File: src/rtl/core/pinyin_utf8_to_keypad_digits_macros.svh
// Assertion macros shared by the pinyin keypad decoder modules
`ifndef PINYIN_UTF8_TO_KEYPAD_DIGITS_MACROS_SVH
`define PINYIN_UTF8_TO_KEYPAD_DIGITS_MACROS_SVH

`ifndef ASSERT_OFF

`define PYT9_ASSERT(lbl, prop) \
  lbl: assert property (@(posedge clk_i) disable iff (!rst_ni) (prop)) \
    else $error("pyt9 assertion failed");

`define PYT9_ASSERT_IMPL(lbl, ante, cons) \
  lbl: assert property (@(posedge clk_i) disable iff (!rst_ni) (ante) |-> (cons)) \
    else $error("pyt9 implication failed");

`define PYT9_ASSERT_NEXT(lbl, ante, cons) \
  lbl: assert property (@(posedge clk_i) disable iff (!rst_ni) (ante) |=> (cons)) \
    else $error("pyt9 next-cycle check failed");

`else

`define PYT9_ASSERT(lbl, prop)
`define PYT9_ASSERT_IMPL(lbl, ante, cons)
`define PYT9_ASSERT_NEXT(lbl, ante, cons)

`endif

`endif

File: src/rtl/core/pyt9_pkg.sv
// Shared types, constants and character functions for the pinyin keypad decoder
package pyt9_pkg;

  localparam int unsigned QueueDepth = 4;

  localparam logic [7:0] Lead2Mask = 8'hE0;
  localparam logic [7:0] Lead2Tag  = 8'hC0;
  localparam logic [7:0] Lead3Mask = 8'hF0;
  localparam logic [7:0] Lead3Tag  = 8'hE0;
  localparam logic [7:0] Lead4Mask = 8'hF8;
  localparam logic [7:0] Lead4Tag  = 8'hF0;
  localparam logic [7:0] ContMask  = 8'h3F;

  localparam logic [6:0] CharSpace = 7'h20;

  localparam logic [1:0] StatusOk    = 2'd0;
  localparam logic [1:0] StatusEmpty = 2'd1;
  localparam logic [1:0] StatusSpace = 2'd2;

  typedef enum logic [0:0] {
    KindChar = 1'b0,
    KindEnd  = 1'b1
  } kind_e;

  // queue word: a finished code point, or the tail of a string to decode
  typedef struct packed {
    kind_e            kind;
    logic [20:0]      cp;
    logic [3:0][7:0]  seq;
    logic [2:0]       n;
  } word_t;

  // sequence length from a lead byte, 0 when not a valid lead
  function automatic logic [2:0] utf8_len(input logic [7:0] b);
    logic [2:0] len;
    len = 3'd0;
    if (!b[7]) begin
      len = 3'd1;
    end else if ((b & Lead2Mask) == Lead2Tag) begin
      len = 3'd2;
    end else if ((b & Lead3Mask) == Lead3Tag) begin
      len = 3'd3;
    end else if ((b & Lead4Mask) == Lead4Tag) begin
      len = 3'd4;
    end
    return len;
  endfunction

  // payload bits of a lead byte
  function automatic logic [20:0] lead_bits(input logic [7:0] b, input logic [2:0] len);
    logic [20:0] v;
    case (len)
      3'd2:    v = {16'd0, b[4:0]};
      3'd3:    v = {17'd0, b[3:0]};
      3'd4:    v = {18'd0, b[2:0]};
      default: v = {13'd0, b};
    endcase
    return v;
  endfunction

  function automatic logic [6:0] tone_plain(input logic [20:0] cp);
    logic [6:0] ch;
    case (cp)
      21'h000101, 21'h0001CE, 21'h0000E1, 21'h0000E0,
      21'h000100, 21'h0001CD, 21'h0000C1, 21'h0000C0: ch = 7'h61; // a
      21'h000113, 21'h00011B, 21'h0000E9, 21'h0000E8,
      21'h000112, 21'h00011A, 21'h0000C9, 21'h0000C8: ch = 7'h65; // e
      21'h00012B, 21'h0001D0, 21'h0000ED, 21'h0000EC,
      21'h00012A, 21'h0001CF, 21'h0000CD, 21'h0000CC: ch = 7'h69; // i
      21'h00014D, 21'h0001D2, 21'h0000F3, 21'h0000F2,
      21'h00014C, 21'h0001D1, 21'h0000D3, 21'h0000D2: ch = 7'h6F; // o
      21'h00016B, 21'h0001D4, 21'h0000FA, 21'h0000F9,
      21'h00016A, 21'h0001D3, 21'h0000DA, 21'h0000D9: ch = 7'h75; // u
      21'h0001D6, 21'h0001D8, 21'h0001DA, 21'h0001DC, 21'h0000FC,
      21'h0001D5, 21'h0001D7, 21'h0001D9, 21'h0001DB, 21'h0000DC: ch = 7'h76; // v
      21'h000144, 21'h000148, 21'h0001F9,
      21'h000143, 21'h000147, 21'h0001F8: ch = 7'h6E; // n
      21'h001E3F, 21'h001E3E: ch = 7'h6D; // m
      default: ch = 7'd0;
    endcase
    return ch;
  endfunction

  // kept character for a code point, 0 when dropped
  function automatic logic [6:0] normalize(input logic [20:0] cp);
    logic [6:0] ch;
    if (cp inside {[21'h61:21'h7A]}) begin
      ch = cp[6:0];
    end else if (cp inside {[21'h41:21'h5A]}) begin
      ch = cp[6:0] + 7'd32;
    end else if (cp == {14'd0, CharSpace}) begin
      ch = CharSpace;
    end else if (cp < 21'h80) begin
      ch = 7'd0;
    end else begin
      ch = tone_plain(cp);
    end
    return ch;
  endfunction

  function automatic logic [3:0] key_of(input logic [6:0] ch);
    logic [3:0] k;
    if (ch inside {[7'h61:7'h63]}) begin
      k = 4'd2;
    end else if (ch inside {[7'h64:7'h66]}) begin
      k = 4'd3;
    end else if (ch inside {[7'h67:7'h69]}) begin
      k = 4'd4;
    end else if (ch inside {[7'h6A:7'h6C]}) begin
      k = 4'd5;
    end else if (ch inside {[7'h6D:7'h6F]}) begin
      k = 4'd6;
    end else if (ch inside {[7'h70:7'h73]}) begin
      k = 4'd7;
    end else if (ch inside {[7'h74:7'h76]}) begin
      k = 4'd8;
    end else if (ch inside {[7'h77:7'h7A]}) begin
      k = 4'd9;
    end else begin
      k = 4'd0;
    end
    return k;
  endfunction

endpackage

File: src/rtl/core/pinyin_utf8_to_keypad_digits.sv
// Top level of the pinyin UTF-8 to keypad digit converter
//
// Input channel (in_valid_i/in_ready_o) takes one word per cycle: a raw byte of a
// UTF-8 pinyin string and in_last_i on its final byte. Output channel
// (out_valid_o/out_ready_i) gives one word per kept letter or space with its
// keypad digit; the final word of a string carries end_mark_o and status_o
// (ok, empty, space present). A string end with nothing kept still gives one
// word with has_char_o low.
// A byte's result is written into the queue and then into the output register.
// Throughput: one byte per cycle; a string end that yields two characters
// holds the back end while both words leave the output register. The front
// end decodes the byte stream, the back end normalizes and emits, and a
// QueueDepth-word queue between them absorbs stalls.
// When out_ready_i is low the output word holds and the queue fills; the
// input is refused only when the queue is full.
// Reset clears decode state, the queue and the output valid; no clearing
// pass is needed.
module pinyin_utf8_to_keypad_digits #(
  parameter int unsigned QueueDepth = pyt9_pkg::QueueDepth
) (
  input  logic       clk_i,
  input  logic       rst_ni,
  input  logic       in_valid_i,
  output logic       in_ready_o,
  input  logic [7:0] in_byte_i,
  input  logic       in_last_i,
  output logic       out_valid_o,
  input  logic       out_ready_i,
  output logic       has_char_o,
  output logic [6:0] letter_o,
  output logic [3:0] key_digit_o,
  output logic       end_mark_o,
  output logic [1:0] status_o
);

  pyt9_pkg::word_t push_word, head_word;
  logic            push, q_ready, head_valid, pop;

  pyt9_front u_front (
    .clk_i      (clk_i),
    .rst_ni     (rst_ni),
    .in_valid_i (in_valid_i),
    .in_ready_o (in_ready_o),
    .in_byte_i  (in_byte_i),
    .in_last_i  (in_last_i),
    .q_ready_i  (q_ready),
    .push_o     (push),
    .word_o     (push_word)
  );

  pyt9_fifo #(
    .Depth (QueueDepth)
  ) u_fifo (
    .clk_i   (clk_i),
    .rst_ni  (rst_ni),
    .push_i  (push),
    .word_i  (push_word),
    .ready_o (q_ready),
    .pop_i   (pop),
    .valid_o (head_valid),
    .word_o  (head_word)
  );

  pyt9_back u_back (
    .clk_i        (clk_i),
    .rst_ni       (rst_ni),
    .head_valid_i (head_valid),
    .head_i       (head_word),
    .pop_o        (pop),
    .out_valid_o  (out_valid_o),
    .out_ready_i  (out_ready_i),
    .has_char_o   (has_char_o),
    .letter_o     (letter_o),
    .key_digit_o  (key_digit_o),
    .end_mark_o   (end_mark_o),
    .status_o     (status_o)
  );

endmodule

File: src/rtl/core/pyt9_front.sv
// Byte front end: UTF-8 sequence tracking and queue word building
`include "pinyin_utf8_to_keypad_digits_macros.svh"

module pyt9_front (
  input  logic            clk_i,
  input  logic            rst_ni,
  input  logic            in_valid_i,
  output logic            in_ready_o,
  input  logic [7:0]      in_byte_i,
  input  logic            in_last_i,
  input  logic            q_ready_i,
  output logic            push_o,
  output pyt9_pkg::word_t word_o
);

  logic [20:0]     acc_q, acc_d;
  logic [1:0]      need_q, need_d;
  logic [1:0]      cnt_q, cnt_d;
  logic [7:0]      held_q [3];
  logic            held_we;
  logic [1:0]      held_idx;
  logic            fire;
  logic [2:0]      len;

  assign in_ready_o = q_ready_i;
  assign fire       = in_valid_i && in_ready_o;
  assign len        = pyt9_pkg::utf8_len(in_byte_i);

  always_comb begin
    acc_d    = acc_q;
    need_d   = need_q;
    cnt_d    = cnt_q;
    held_we  = 1'b0;
    held_idx = cnt_q;
    push_o   = 1'b0;
    word_o   = '0;
    if (fire) begin
      if (in_last_i) begin
        word_o.kind = pyt9_pkg::KindEnd;
        for (int i = 0; i < 3; i++) begin
          word_o.seq[i] = (2'(i) < cnt_q) ? held_q[i] : in_byte_i;
        end
        word_o.seq[3] = in_byte_i;
        word_o.n      = {1'b0, cnt_q} + 3'd1;
        push_o        = 1'b1;
        acc_d         = '0;
        need_d        = '0;
        cnt_d         = '0;
      end else if (need_q == 2'd0) begin
        case (len)
          3'd1: begin
            if (in_byte_i != 8'd0) begin
              word_o.kind = pyt9_pkg::KindChar;
              word_o.cp   = {13'd0, in_byte_i};
              push_o      = 1'b1;
            end
          end
          3'd2, 3'd3, 3'd4: begin
            need_d   = 2'(len - 3'd1);
            acc_d    = pyt9_pkg::lead_bits(in_byte_i, len);
            held_we  = 1'b1;
            held_idx = 2'd0;
            cnt_d    = 2'd1;
          end
          default: ;
        endcase
      end else begin
        acc_d  = {acc_q[14:0], in_byte_i[5:0]};
        need_d = need_q - 2'd1;
        if (cnt_q != 2'd3) begin
          held_we = 1'b1;
          cnt_d   = cnt_q + 2'd1;
        end
        if (need_d == 2'd0) begin
          word_o.kind = pyt9_pkg::KindChar;
          word_o.cp   = acc_d;
          push_o      = 1'b1;
          acc_d       = '0;
          cnt_d       = '0;
        end
      end
    end
  end

  always_ff @(posedge clk_i or negedge rst_ni) begin
    if (!rst_ni) begin
      acc_q  <= '0;
      need_q <= '0;
      cnt_q  <= '0;
    end else begin
      acc_q  <= acc_d;
      need_q <= need_d;
      cnt_q  <= cnt_d;
    end
  end

  always_ff @(posedge clk_i) begin
    if (held_we) begin
      held_q[held_idx] <= in_byte_i;
    end
  end

  `PYT9_ASSERT_IMPL(a_need_has_lead, need_q != 2'd0, cnt_q != 2'd0)
  `PYT9_ASSERT_IMPL(a_idle_no_held, need_q == 2'd0, cnt_q == 2'd0)
  `PYT9_ASSERT_NEXT(a_last_clears, fire && in_last_i, need_q == 2'd0 && acc_q == 21'd0)

endmodule

File: src/rtl/core/pyt9_fifo.sv
// Word queue between the byte front end and the character back end
module pyt9_fifo #(
  parameter int unsigned Depth = pyt9_pkg::QueueDepth
) (
  input  logic            clk_i,
  input  logic            rst_ni,
  input  logic            push_i,
  input  pyt9_pkg::word_t word_i,
  output logic            ready_o,
  input  logic            pop_i,
  output logic            valid_o,
  output pyt9_pkg::word_t word_o
);

  localparam int unsigned PtrW = (Depth > 1) ? $clog2(Depth) : 1;
  localparam int unsigned CntW = $clog2(Depth + 1);
  localparam logic [PtrW-1:0] LastPtr = PtrW'(Depth - 1);

  pyt9_pkg::word_t mem_q [Depth];
  logic [PtrW-1:0] wr_q, rd_q;
  logic [CntW-1:0] cnt_q;
  logic            do_push, do_pop;

  assign ready_o = (cnt_q != CntW'(Depth));
  assign valid_o = (cnt_q != '0);
  assign word_o  = mem_q[rd_q];
  assign do_push = push_i && ready_o;
  assign do_pop  = pop_i && valid_o;

  always_ff @(posedge clk_i or negedge rst_ni) begin
    if (!rst_ni) begin
      wr_q  <= '0;
      rd_q  <= '0;
      cnt_q <= '0;
    end else begin
      if (do_push) begin
        wr_q <= (wr_q == LastPtr) ? '0 : wr_q + PtrW'(1);
      end
      if (do_pop) begin
        rd_q <= (rd_q == LastPtr) ? '0 : rd_q + PtrW'(1);
      end
      if (do_push && !do_pop) begin
        cnt_q <= cnt_q + CntW'(1);
      end else if (do_pop && !do_push) begin
        cnt_q <= cnt_q - CntW'(1);
      end
    end
  end

  always_ff @(posedge clk_i) begin
    if (do_push) begin
      mem_q[wr_q] <= word_i;
    end
  end

endmodule

File: src/rtl/core/pyt9_back.sv
// Character back end: normalizing, end-of-string decode, status and output register
`include "pinyin_utf8_to_keypad_digits_macros.svh"

module pyt9_back (
  input  logic            clk_i,
  input  logic            rst_ni,
  input  logic            head_valid_i,
  input  pyt9_pkg::word_t head_i,
  output logic            pop_o,
  output logic            out_valid_o,
  input  logic            out_ready_i,
  output logic            has_char_o,
  output logic [6:0]      letter_o,
  output logic [3:0]      key_digit_o,
  output logic            end_mark_o,
  output logic [1:0]      status_o
);

  logic       out_vq;
  logic       has_q, has_d;
  logic [6:0] let_q, let_d;
  logic       end_q, end_d;
  logic [1:0] st_q, st_d;
  logic       phase_q, phase_d;
  logic       any_q, any_d;
  logic       space_q, space_d;
  logic       load, can_load;

  logic [2:0]  lens   [4];
  logic        fits   [4];
  logic [6:0]  chs    [4];
  logic [6:0]  c0, c1;
  logic [1:0]  m;
  logic [6:0]  ch_c;

  assign ch_c = pyt9_pkg::normalize(head_i.cp);

  // decode of the string tail: up to four bytes, first two kept characters
  always_comb begin
    logic [20:0] cpv;
    logic [2:0]  pos;
    cpv = '0;
    pos = '0;
    for (int p = 0; p < 4; p++) begin
      lens[p] = pyt9_pkg::utf8_len(head_i.seq[p]);
      fits[p] = (lens[p] != 3'd0) && ((3'(p) + lens[p]) <= head_i.n);
      cpv     = pyt9_pkg::lead_bits(head_i.seq[p], lens[p]);
      for (int j = 1; j < 4; j++) begin
        if ((p + j < 4) && (3'(j) < lens[p])) begin
          cpv = {cpv[14:0], head_i.seq[2'(p + j)][5:0]};
        end
      end
      chs[p] = pyt9_pkg::normalize(cpv);
    end
    c0 = '0;
    c1 = '0;
    m  = '0;
    for (int s = 0; s < 4; s++) begin
      if (pos < head_i.n) begin
        if (fits[pos[1:0]]) begin
          if (chs[pos[1:0]] != 7'd0) begin
            if (m == 2'd0) begin
              c0 = chs[pos[1:0]];
            end else if (m == 2'd1) begin
              c1 = chs[pos[1:0]];
            end
            if (m != 2'd2) begin
              m = m + 2'd1;
            end
          end
          pos = pos + lens[pos[1:0]];
        end else begin
          pos = pos + 3'd1;
        end
      end
    end
  end

  assign can_load = !out_vq || out_ready_i;

  always_comb begin
    logic [6:0] pick;
    logic       has_e, any_e, sp_e;
    pick    = phase_q ? c1 : c0;
    has_e   = (m != 2'd0);
    any_e   = any_q || has_e;
    sp_e    = space_q || (has_e && pick == pyt9_pkg::CharSpace);
    pop_o   = 1'b0;
    load    = 1'b0;
    phase_d = phase_q;
    any_d   = any_q;
    space_d = space_q;
    has_d   = has_q;
    let_d   = let_q;
    end_d   = end_q;
    st_d    = st_q;
    if (head_valid_i && can_load) begin
      case (head_i.kind)
        pyt9_pkg::KindChar: begin
          pop_o = 1'b1;
          if (ch_c != 7'd0) begin
            load    = 1'b1;
            has_d   = 1'b1;
            let_d   = ch_c;
            end_d   = 1'b0;
            st_d    = pyt9_pkg::StatusOk;
            any_d   = 1'b1;
            space_d = space_q || (ch_c == pyt9_pkg::CharSpace);
          end
        end
        pyt9_pkg::KindEnd: begin
          load  = 1'b1;
          has_d = has_e;
          let_d = has_e ? pick : 7'd0;
          if (m == 2'd2 && !phase_q) begin
            end_d   = 1'b0;
            st_d    = pyt9_pkg::StatusOk;
            phase_d = 1'b1;
            any_d   = 1'b1;
            space_d = sp_e;
          end else begin
            pop_o   = 1'b1;
            end_d   = 1'b1;
            st_d    = !any_e ? pyt9_pkg::StatusEmpty :
                      (sp_e ? pyt9_pkg::StatusSpace : pyt9_pkg::StatusOk);
            phase_d = 1'b0;
            any_d   = 1'b0;
            space_d = 1'b0;
          end
        end
        default: ;
      endcase
    end
  end

  always_ff @(posedge clk_i or negedge rst_ni) begin
    if (!rst_ni) begin
      out_vq  <= 1'b0;
      phase_q <= 1'b0;
      any_q   <= 1'b0;
      space_q <= 1'b0;
    end else begin
      out_vq  <= load ? 1'b1 : (out_ready_i ? 1'b0 : out_vq);
      phase_q <= phase_d;
      any_q   <= any_d;
      space_q <= space_d;
    end
  end

  always_ff @(posedge clk_i) begin
    has_q <= has_d;
    let_q <= let_d;
    end_q <= end_d;
    st_q  <= st_d;
  end

  assign out_valid_o = out_vq;
  assign has_char_o  = has_q;
  assign letter_o    = let_q;
  assign key_digit_o = pyt9_pkg::key_of(let_q);
  assign end_mark_o  = end_q;
  assign status_o    = st_q;

  `PYT9_ASSERT_IMPL(a_phase_on_pair, phase_q, head_valid_i && head_i.kind == pyt9_pkg::KindEnd && m == 2'd2)
  `PYT9_ASSERT_IMPL(a_empty_is_end, out_vq && !has_q, end_q)
  `PYT9_ASSERT_IMPL(a_status_on_end, out_vq && st_q != pyt9_pkg::StatusOk, end_q)

endmodule
File: config.mk
export PLATFORM = sky130hd
export DESIGN_NAME = pinyin_utf8_to_keypad_digits
export DESIGN_NICKNAME = d
export VERILOG_FILES = /design/src/rtl/core/pyt9_pkg.sv /design/src/rtl/core/pinyin_utf8_to_keypad_digits.sv /design/src/rtl/core/pyt9_front.sv /design/src/rtl/core/pyt9_fifo.sv /design/src/rtl/core/pyt9_back.sv
export VERILOG_INCLUDE_DIRS = /design/src /design/src/rtl/core
export SDC_FILE = /design/constraint.sdc
export NUM_CORES = 1
export LEC_CHECK = 0
export BUFFER_PORTS_ARGS = -buffer_cell sky130_fd_sc_hd__buf_2
export CAP_MARGIN = 20
export CORE_MARGIN = 2
export CORE_UTILIZATION = 40
export DETAILED_ROUTE_END_ITERATION = 10
export REMOVE_ABC_BUFFERS = 1
export SLEW_MARGIN = 40
export SYNTH_ARGS = -nofsm -noshare
export SYNTH_HDL_FRONTEND = slang
export SYNTH_SLANG_ARGS = --single-unit
File: constraint.sdc
create_clock -name clk_i -period 13.7 [get_ports clk_i]
set_clock_uncertainty 0.05 [all_clocks]
set_input_delay 1.37 -clock clk_i [delete_from_list [all_inputs] [get_ports clk_i]]
set_output_delay 1.37 -clock clk_i [all_outputs]
set_load 0.02 [all_outputs]
==> summary.txt <==
Timing
  – Setup TNS: 0 ns
  – Final setup margin: 2.95 ns
  – Final Hold Violating Endpoints: 0
  – Post-layout minimum cycle time: 10.75 ns
  – Relative slew slack: 37.4%
  – Max Clock Freq: 0.0930 GHz
  – Max-slew violations: 0
  – Final setup viols: 0
  – Unrepaired setup endpoints after global routing: no
  – Final worst-path cycle share: 78.5%
  – Worst Tran Pin Value: 0.931 ns

Placed design
  – Detail Placement HPWL: 32.1 mm
  – DP Cell Count: 2146
  – PortBufs: 29
  – Gpl congestion: 0.949
  – Setup WS pre-CTS: 2.63 ns

Synth
  – Leading area contributor after synthesis: edfxtp_1
  – Sequential cell area fraction in the yosys report: 49.2%
  – Synthesized area: 0.0176 mm²
  – Post-synth cell types: 110
  – Yosys top cell area share: 44.9%
  – Syn Area/Cell: 11.0 µm²
  – Async SR Flop Fraction: 10.2%
  – #FFs+latches synth: 293
  – Cell with the most instances after synthesis: edfxtp_1
  – Yosys synthesis warning count: 0
  – Leading cell types by total area after synthesis: edfxtp_1 45%, mux4_2 6.3%, dfrtp_1 4.3%, ha_1 3.8%, nand2_1 3.2%
  – Post-synth EDFFs: 263
  – Synth top cells by count: 263 x edfxtp_1, 151 x nand2_1, 137 x nor2_1
  – Synth Flop Type: edfxtp_1
  – Post-synthesis cell count: 1592

Global routing
  – Grt met3 use: 2.36%
  – Largest net degree at the start of global routing: 58
  – Total congestion overflow: 0
  – Total GRT Usage: 19.9%
  – Busiest layer in global routing: met2
  – M2 GR Usage: 32.0%
  – Vias in the first global route: 12500
  – Met1 GRT Util: 28.5%
  – Initial antenna violation count: 0
  – First-pass GRT wire length: 71.1 mm

Setup path
  – CP Launch Point: u_fifo.rd_q[1]
  – WP data required: 14.16 ns
  – CP max stage delay: 0.77 ns
  – Arrival @ worst endpoint: 11.21 ns
  – Worst r2r path cells: 42
  – Worst flop-to-flop path startpoint: u_fifo.rd_q[1]
  – Critical path class: reg -> reg
  – CP Capture Type: flop
  – Slowest cell on crit path: dfrtp_2
  – CP max FO: 29
  – Critical path startpoint category: flop

Layout
  – Final core occ: 44.4%
  – Layout Cells excl Fill: 2202
  – Register area: 0.00865 mm²
  – Number of antenna diodes: 0
  – Area growth syn-to-layout: 9.31%
  – Layout cells sized above 1: 12.8%
  – Multi-input gate area: 0.00840 mm²
  – Fillcell total: 4019
  – Nets@finish: 1664

Die
  – Die footprint: 0.0456 mm²
  – Horiz. Die Dim: 214 µm
  – Core area: 0.0433 mm²
  – Row count: 76
  – Chip Height: 214 µm
  – Initial Util: 40.6%
  – # IOs: 30

Clock tree
  – CTS buffer count: 31
  – Setup Buffers After CTS: 0
  – Clock root cell: clkbuf_16
  – Clock transition at path regs: 0.06 ns
  – CTS tree: yes
  – Later-pin clock latency in the skew report: 0.58 ns
  – Hold_buf cts: 0
  – Clock net sink count: 293
  – PostCTS Resize Cnt: 0
  – CTS Buffer Depth: 3
  – Htree depth: 1

Route
  – Vias per cell: 5.93
  – Routed wire length: 45.3 mm
  – Avg WL per Cell: 20.5 µm
  – DRC: 0
  – Drt first-iter violations: 1365
  – Routed Antenna Nets: 0
  – DR pass1 iterations: 6
  – Via count: 13100

Run
  – Max_cap viols: 0

Min path
  – Hold crit path type: reg -> reg
  – Worst hold path depth: 2
  – Hold Startpoint: u_front.acc_q[10]

Run status
  – Status: complete, no violations
## state kept, by name, summed over array words and instances, names as in the netlist, 2 cells and up
signal           cells
u_fifo.cnt_q         3
u_back.status_o      2
u_fifo.wr_q          2
u_back.letter_o      7
u_front.need_q       2
u_front.held_q      24
u_fifo.mem_q       228
u_fifo.rd_q          2
u_front.acc_q       15
u_front.cnt_q        2
## worst max-delay path: cells and delay by family, from the launching register on
family	cells	cell delay, ns
fa+ha+maj	8	2.32
simple gates	11	2.07
mux	4	1.61
flops	1	0.77
compound gates	11	2.56
buf+inv	6	0.97
xor+xnor	2	0.32
## path summary, 6_finish.rpt
kind / endpoint / slack, ns
worst min-delay path: u_front.acc_q[10] / 0.43
worst max-delay path: u_fifo.cnt_q[2] / 2.95
max in group asynchronous: u_fifo.rd_q[0] / 12.46
worst min register to register: u_front.acc_q[10] / 0.43
min in group asynchronous: u_fifo.cnt_q[0] / 0.71
worst max register to register: u_fifo.cnt_q[2] / 2.95
## layout make-up
type	instances	area share [%]
Tap cell	585	3.81
Inverter	65	1.27
Multi-Input combinational cell	1163	43.7
Timing Repair Buffer	40	1.28
Clock buffer	39	4.19
Clock inverter	17	0.658
Sequential cell	293	45.0
## layer usage
layer	vias to the layer above	share of wire [%]	wire, µm
li1	6154	-	-
met1	6399	47	21100
met2	422	46	20800
met3	79	5.1	2310
met4	0	2.3	1040
met5	-	0	0
## cell families after synthesis
logic type / synth area share, %
buf+inv: 3.25
compound gates: 15.7
fa+ha+maj: 4.19
flops: 49.2
xor+xnor: 0.498
simple gates: 17.5
mux: 9.63
## cell usage in the layout, fill, tap and decap left out, types with 11 or more instances in the layout
cell | Yosys | final
edfxtp_1 | 263 | 263
nand2_1 | 151 | 150
nor2_1 | 137 | 137
o21ai_0 | 83 | 83
a21oi_1 | 83 | 82
inv_1 | 59 | 59
ha_1 | 54 | 54
mux4_2 | 49 | 50
nand3_1 | 49 | 49
and2_1 | 49 | 45
mux2i_1 | 38 | 38
nor3_1 | 38 | 36
clkbuf_16 | 0 | 31
buf_2 | 9 | 29
dfrtp_1 | 30 | 28
a31oi_1 | 24 | 24
nand2b_1 | 23 | 23
nand3b_1 | 19 | 19
a21o_1 | 17 | 17
or3_1 | 16 | 16
nor4_1 | 14 | 14
a211oi_1 | 12 | 12
nand4b_1 | 12 | 12
nand4_1 | 12 | 12
nor2b_1 | 11 | 11
and3_1 | 11 | 11
or2_2 | 11 | 11
o211ai_1 | 11 | 11
## stage by stage
step | hold WS [ns] | area [µm²]
after floorplan | 0.392 | 17200
after global placement | 0.405 | 18200
after detailed placement | 0.412 | 18300
after CTS | 0.429 | 19200
after global routing | 0.467 | 19200
final | 0.425 | 19200
Power is left out: the tool's default activity adds up to more than one toggle a clock period on the data nets, which glitch-free logic cannot reach.
